`src/rtl/core/dmxdbt_pkg.sv`:
```
`timescale 1ns / 1ps
package dmxdbt_pkg;

  localparam logic [2:0] KIND_WRITE_OK  = 3'd0;
  localparam logic [2:0] KIND_WRITE_BAD = 3'd1;
  localparam logic [2:0] KIND_BREAK     = 3'd2;
  localparam logic [2:0] KIND_MAB       = 3'd3;
  localparam logic [2:0] KIND_SLOT      = 3'd4;

  localparam logic OP_WRITE   = 1'b0;
  localparam logic OP_ADVANCE = 1'b1;

  localparam logic [1:0] CFG_FRAME_SLOTS = 2'd0;
  localparam logic [1:0] CFG_BREAK_US    = 2'd1;
  localparam logic [1:0] CFG_MAB_US      = 2'd2;

  localparam logic [9:0] RST_FRAME_SLOTS = 10'd513;
  localparam logic [9:0] RST_BREAK_US    = 10'd184;
  localparam logic [9:0] RST_MAB_US      = 10'd24;

  localparam logic [9:0] BREAK_MIN_US = 10'd88;
  localparam logic [9:0] MAB_MIN_US   = 10'd8;
  localparam logic [9:0] DUR_MAX_US   = 10'd1000;

  localparam logic [7:0] NULL_START_BYTE = 8'h00;

  typedef struct packed {
    logic       valid;
    logic [2:0] kind;
    logic [9:0] duration_us;
    logic       last_slot;
    logic       use_mem;
  } stage_t;

  function automatic logic [9:0] clamp_dur(input logic [9:0] v, input logic [9:0] lo);
    logic [9:0] r;
    if (v < lo) begin
      r = lo;
    end else if (v > DUR_MAX_US) begin
      r = DUR_MAX_US;
    end else begin
      r = v;
    end
    return r;
  endfunction

endpackage

```
`src/rtl/core/dmxdbt_ctrl.sv`:
```
`timescale 1ns / 1ps
module dmxdbt_ctrl
  import dmxdbt_pkg::*;
#(
  parameter int CHANNELS = 512,
  parameter int AW       = 10,
  parameter int PW       = 10
) (
  input  logic          clk,
  input  logic          rst,
  input  logic          in_valid,
  output logic          in_stall,
  input  logic          opcode,
  input  logic [9:0]    channel,
  input  logic [7:0]    value,
  input  logic [9:0]    frame_slots,
  input  logic [9:0]    break_us,
  input  logic [9:0]    mark_after_break_us,
  input  logic          take,
  output stage_t        stage,
  output logic          ram_we,
  output logic [AW-1:0] ram_waddr,
  output logic [7:0]    ram_wdata,
  output logic          ram_re,
  output logic [AW-1:0] ram_raddr
);

  localparam int DEPTH = 2 * CHANNELS;
  localparam logic [AW-1:0] BANK_OFS = AW'(CHANNELS);
  localparam logic [9:0] SLOTS_MAX = 10'(CHANNELS + 1);

  logic          clearing;
  logic [AW-1:0] clr_addr;
  logic          front_bank;
  logic          swap_pending;
  logic [PW-1:0] pos;
  logic [PW-1:0] pos_next;

  logic          accept;
  logic          ch_ok;
  logic [PW-1:0] slots;
  logic          is_last;
  logic          slot_in_bank;
  logic [AW-1:0] wr_addr;
  logic [AW-1:0] rd_addr;
  stage_t        stage_next;

  assign in_stall = clearing || (stage.valid && !take);
  assign accept   = in_valid && !in_stall;
  assign ch_ok    = (channel >= 10'd1) && (channel <= 10'(CHANNELS));

  always_comb begin
    if (frame_slots == 10'd0) begin
      slots = PW'(1);
    end else if (frame_slots > SLOTS_MAX) begin
      slots = PW'(SLOTS_MAX);
    end else begin
      slots = PW'(frame_slots);
    end
  end

  assign is_last      = ({1'b0, pos} >= ({1'b0, slots} + 1'b1));
  assign slot_in_bank = (pos >= PW'(3)) && (pos <= PW'(CHANNELS + 2));
  assign wr_addr      = (front_bank ? '0 : BANK_OFS) + AW'(channel - 10'd1);
  assign rd_addr      = (front_bank ? BANK_OFS : '0) + AW'(pos - PW'(3));

  always_comb begin
    stage_next             = '0;
    stage_next.valid       = 1'b1;
    pos_next               = pos;
    if (opcode == OP_WRITE) begin
      stage_next.kind = ch_ok ? KIND_WRITE_OK : KIND_WRITE_BAD;
    end else if (pos == '0) begin
      stage_next.kind        = KIND_BREAK;
      stage_next.duration_us = clamp_dur(break_us, BREAK_MIN_US);
      pos_next               = PW'(1);
    end else if (pos == PW'(1)) begin
      stage_next.kind        = KIND_MAB;
      stage_next.duration_us = clamp_dur(mark_after_break_us, MAB_MIN_US);
      pos_next               = PW'(2);
    end else begin
      stage_next.kind      = KIND_SLOT;
      stage_next.last_slot = is_last;
      stage_next.use_mem   = slot_in_bank;
      pos_next             = is_last ? '0 : pos + 1'b1;
    end
  end

  always_comb begin
    if (clearing) begin
      ram_we    = 1'b1;
      ram_waddr = clr_addr;
      ram_wdata = 8'h00;
    end else begin
      ram_we    = accept && (opcode == OP_WRITE) && ch_ok;
      ram_waddr = wr_addr;
      ram_wdata = value;
    end
  end

  assign ram_re    = accept && (opcode == OP_ADVANCE) && (pos >= PW'(2)) && slot_in_bank;
  assign ram_raddr = rd_addr;

  always_ff @(posedge clk) begin
    if (rst) begin
      clearing     <= 1'b1;
      clr_addr     <= '0;
      front_bank   <= 1'b0;
      swap_pending <= 1'b0;
      pos          <= '0;
      stage        <= '0;
    end else begin
      if (clearing) begin
        clr_addr <= clr_addr + 1'b1;
        if (clr_addr == AW'(DEPTH - 1)) begin
          clearing <= 1'b0;
        end
      end
      if (accept) begin
        stage <= stage_next;
        if (opcode == OP_WRITE) begin
          if (ch_ok) begin
            swap_pending <= 1'b1;
          end
        end else begin
          pos <= pos_next;
          if ((pos == '0) && swap_pending) begin
            front_bank   <= ~front_bank;
            swap_pending <= 1'b0;
          end
        end
      end else if (take) begin
        stage.valid <= 1'b0;
      end
    end
  end

endmodule

```
`config.mk`:
```
export PLATFORM = sky130hd
export DESIGN_NAME = dmxdbt_ctrl
export DESIGN_NICKNAME = d
export VERILOG_FILES = /design/src/rtl/core/dmxdbt_pkg.sv /design/src/rtl/core/dmxdbt_ctrl.sv
export SDC_FILE = /design/constraint.sdc
export NUM_CORES = 1
export LEC_CHECK = 0
export BUFFER_PORTS_ARGS = -buffer_cell sky130_fd_sc_hd__buf_2
export CAP_MARGIN = 40
export CORE_MARGIN = 2
export CORE_UTILIZATION = 25
export DETAILED_ROUTE_END_ITERATION = 6
export GPL_TIMING_DRIVEN = 0
export PLACE_DENSITY = 0.41
export SYNTH_ARGS = -nofsm -noshare
export SYNTH_HDL_FRONTEND = slang
export SYNTH_SLANG_ARGS = --single-unit
```
`constraint.sdc`:
```
create_clock -name clk -period 4.04 [get_ports clk]
set_clock_uncertainty 0.15 [all_clocks]
set_input_delay 0.606 -clock clk [delete_from_list [all_inputs] [get_ports clk]]
set_output_delay 0.606 -clock clk [all_outputs]
set_load 0.05 [all_outputs]
```
==> results.yml <==
synthesis:
  synth_seq_cells: 39
  synth.avg_cell_area_um2: 7.82
  synth_cells: 469
  synth_area_mm2: 0.00367
  yosysSeqAreaShare_pct: 21.3
  ys_warn_count: 0
  synth-main-ff-cell: "dfxtp_1"
  synthArstFlopShare_pct: 0
  synth_edf_count: 0
  yosysUniqueCellTypes: 60
  syn_nets: 574
clock_network:
  clock_sinks: 39
  cts_buffer_depth: 2
  cts_root_buffer: "clkbuf_16"
  post_cts_buffers: 0
  cts_tree: "yes"
  clk_latency_ns: 0.29
  cts_max_level: 2
  clk_pin_slew_ns: 0.06
  cts_made_buffers: 5
worst_setup_path:
  cp.required_ns: 4.09
  r2r_slack_ns: 1.31
  path_max_fanout: 10
  crit_type: "primary input to flip-flop"
  reg2regPathDepth: 7
  cp.arrival_ns: 3.66
  end_kind: "flip-flop"
  cp-start-kind: "primary input"
  r2r-start: "pos[2]"
  setup.worst_path.end: "pos[7]"
  timing.rr.end: "pos[7]"
  crit_path_start: "frame_slots[2]"
global_route:
  grtUsageMet3_pct: 3.00
  busiest_layer: "met2"
  overflow: 0
  grtUsageMet1_pct: 20.3
  grtUsageMet2_pct: 21.4
  grt_pass1_wl_um: 18300
  first_global_vias: 3646
  grt_usage_pct: 14.1
  antenna_found_initial: 0
  grt_max_degree: 13
floorplan:
  initial_core_util_pct: 25.4
  die_x_um: 125
  num_io_pins: 100
  die_height_um: 125
  die_area_mm2: 0.0157
  placementRows: 44
  core_mm2: 0.0144
power_and_ir_drop:
  ir_drop_mv: 0.110
  power.leakage_uw: 0.00201
  power_density_mw_per_mm2: 208
sta:
  max_freq_mhz: 277
  worstMarginPinSlew_ns: 0.682
  hold_violations: 0
  period_minus_slack_ns: 3.61
  whs_ns: 0.309
  slew_violations: 0
  timing.final.ws_setup_ns: 0.430
  timing.final.crit_share_pct: 89.4
  setup_viol: 0
  relSlewSlack_pct: 54.2
  grt_setup_unrepaired: "no"
layout:
  fin_nets: 680
  utilization_pct: 31.6
  final_common_cell: "buf_2"
  layout_common_cells: "buf_2 (100), ha_1 (51), nand2_1 (46)"
  fin_area_mm2: 0.00455
  drive_gt1_share_pct: 21.5
  diodes: 0
  areaGrowthSynthToFinish_pct: 24.2
route:
  initialDrtViolationCount: 155
  wl_um: 11200
  vias_per_cell: 4.96
  drt-wirelength-per-cell_um: 14.8
  final_antenna_net_count: 0
  drcViolationCount: 0
  num_vias: 3771
  dr.pass1.iters: 4
run_status:
  outcome: "finished clean"
placed_design:
  place_area_mm2: 0.00440
  place.gp.congestion: 0.789
  io_buffers: 98
  hpwl_um: 9070
  place_ws_ns: -0.270
flow_run:
  maxCapViolations: 0
hold_path:
  hp-class: "flip-flop to flip-flop"
per-layer routing:
layer	routed length, um	share of wire [%]	up-vias
met5	0	0	-
met4	150	1.3	0
met3	653	5.8	14
met2	4660	41	98
met1	5780	51	1760
li1	-	-	1899
through the flow:
step / setup TNS (ns) / std cells / power, uW
4_1_cts: 0 / 760 / 967
2_1_floorplan: 0 / 469 / 497
3_5_place_dp: -1.88 / 752 / 562
6_report: 0 / 760 / 949
5_1_grt: 0 / 760 / 1000
3_3_place_gp: -1.77 / 751 / 560
what timing repair did:
action,in CTS,in global routing
hold endpoints to repair,0,0
resized for setup,0,4
endpoints found under the setup margin,0,9
hold buffers,0,0
worst min path at each step:
stage                           start          end  cells past startpoint  slack, ns
final                        stage[5]     stage[5]                      2       0.31
after global placement       stage[4]     stage[4]                      2       0.28
after CTS                    stage[2]     stage[2]                      2       0.31
after global routing         stage[4]     stage[4]                      2       0.34
after floorplan           clr_addr[5]  clr_addr[5]                      2       0.33
after detailed placement     stage[2]     stage[2]                      2       0.30
flip-flops by register name, summed over array words and instances, names as in the netlist:
name and count:
clr_addr 10, front_bank 1, pos 10, stage 16, swap_pending 1, clearing 1
power by group:
group / total (uW) / internal, uW / leakage, uW / switching [uW]
Combinational: 163 / 68.4 / 0.00162 / 94.5
Sequential: 391 / 387 / 0.000315 / 3.48
Clock: 395 / 228 / 0.0000669 / 167
Total: 949 / 684 / 0.00201 / 265
cell families after synthesis:
group / synth area share [%]
AOI/OAI and AO/OA: 18.2
muxes: 0.887
adders and majority gates: 17.9
DFF: 21.3
xor gates and xnor gates: 7.64
buffers and inverters: 4.88
and+or+nand+nor: 29.1
critical path: stages:
cell      delay, ns
buf_2          0.13
nor4_1         0.27
nand2_1        0.13
xor2_1         0.16
nand2b_1       0.11
ha_1           0.21
nor3b_2        0.23
nand3_1        0.12
xnor2_1        0.18
ha_1           0.26
a21o_1         0.17
a221oi_2       0.40
clkbuf_2       0.31
a41oi_1        0.17
o22ai_1        0.19
synth_stat cells (7+ instances only):
cell	n	area (um^2)
nand4_1	16	100
nor3_1	8	40.0
xnor2_1	14	123
nor2_1	33	124
nand3_1	22	110
clkbuf_1	10	37.5
inv_1	31	116
dfxtp_1	39	781
ha_1	51	638
nand2_1	46	173
xor2_1	18	158
a21oi_1	27	135
nand2b_1	13	81.3
a41oi_1	7	61.3
nor2b_1	16	100
o22ai_1	7	43.8
o21ai_0	16	80.1
area by class of cell:
cell class / instances / area (um^2)
buffer: 14 / 63.8
clock buffer: 6 / 129
clock inverter: 2 / 12.5
fill: 1581 / 9870
inverter: 31 / 116
multi-input combinational: 385 / 2720
sequential: 39 / 781
tap: 184 / 230
timing repair buffer: 99 / 502
No activity file was read; power rests on OpenSTA's default activity.
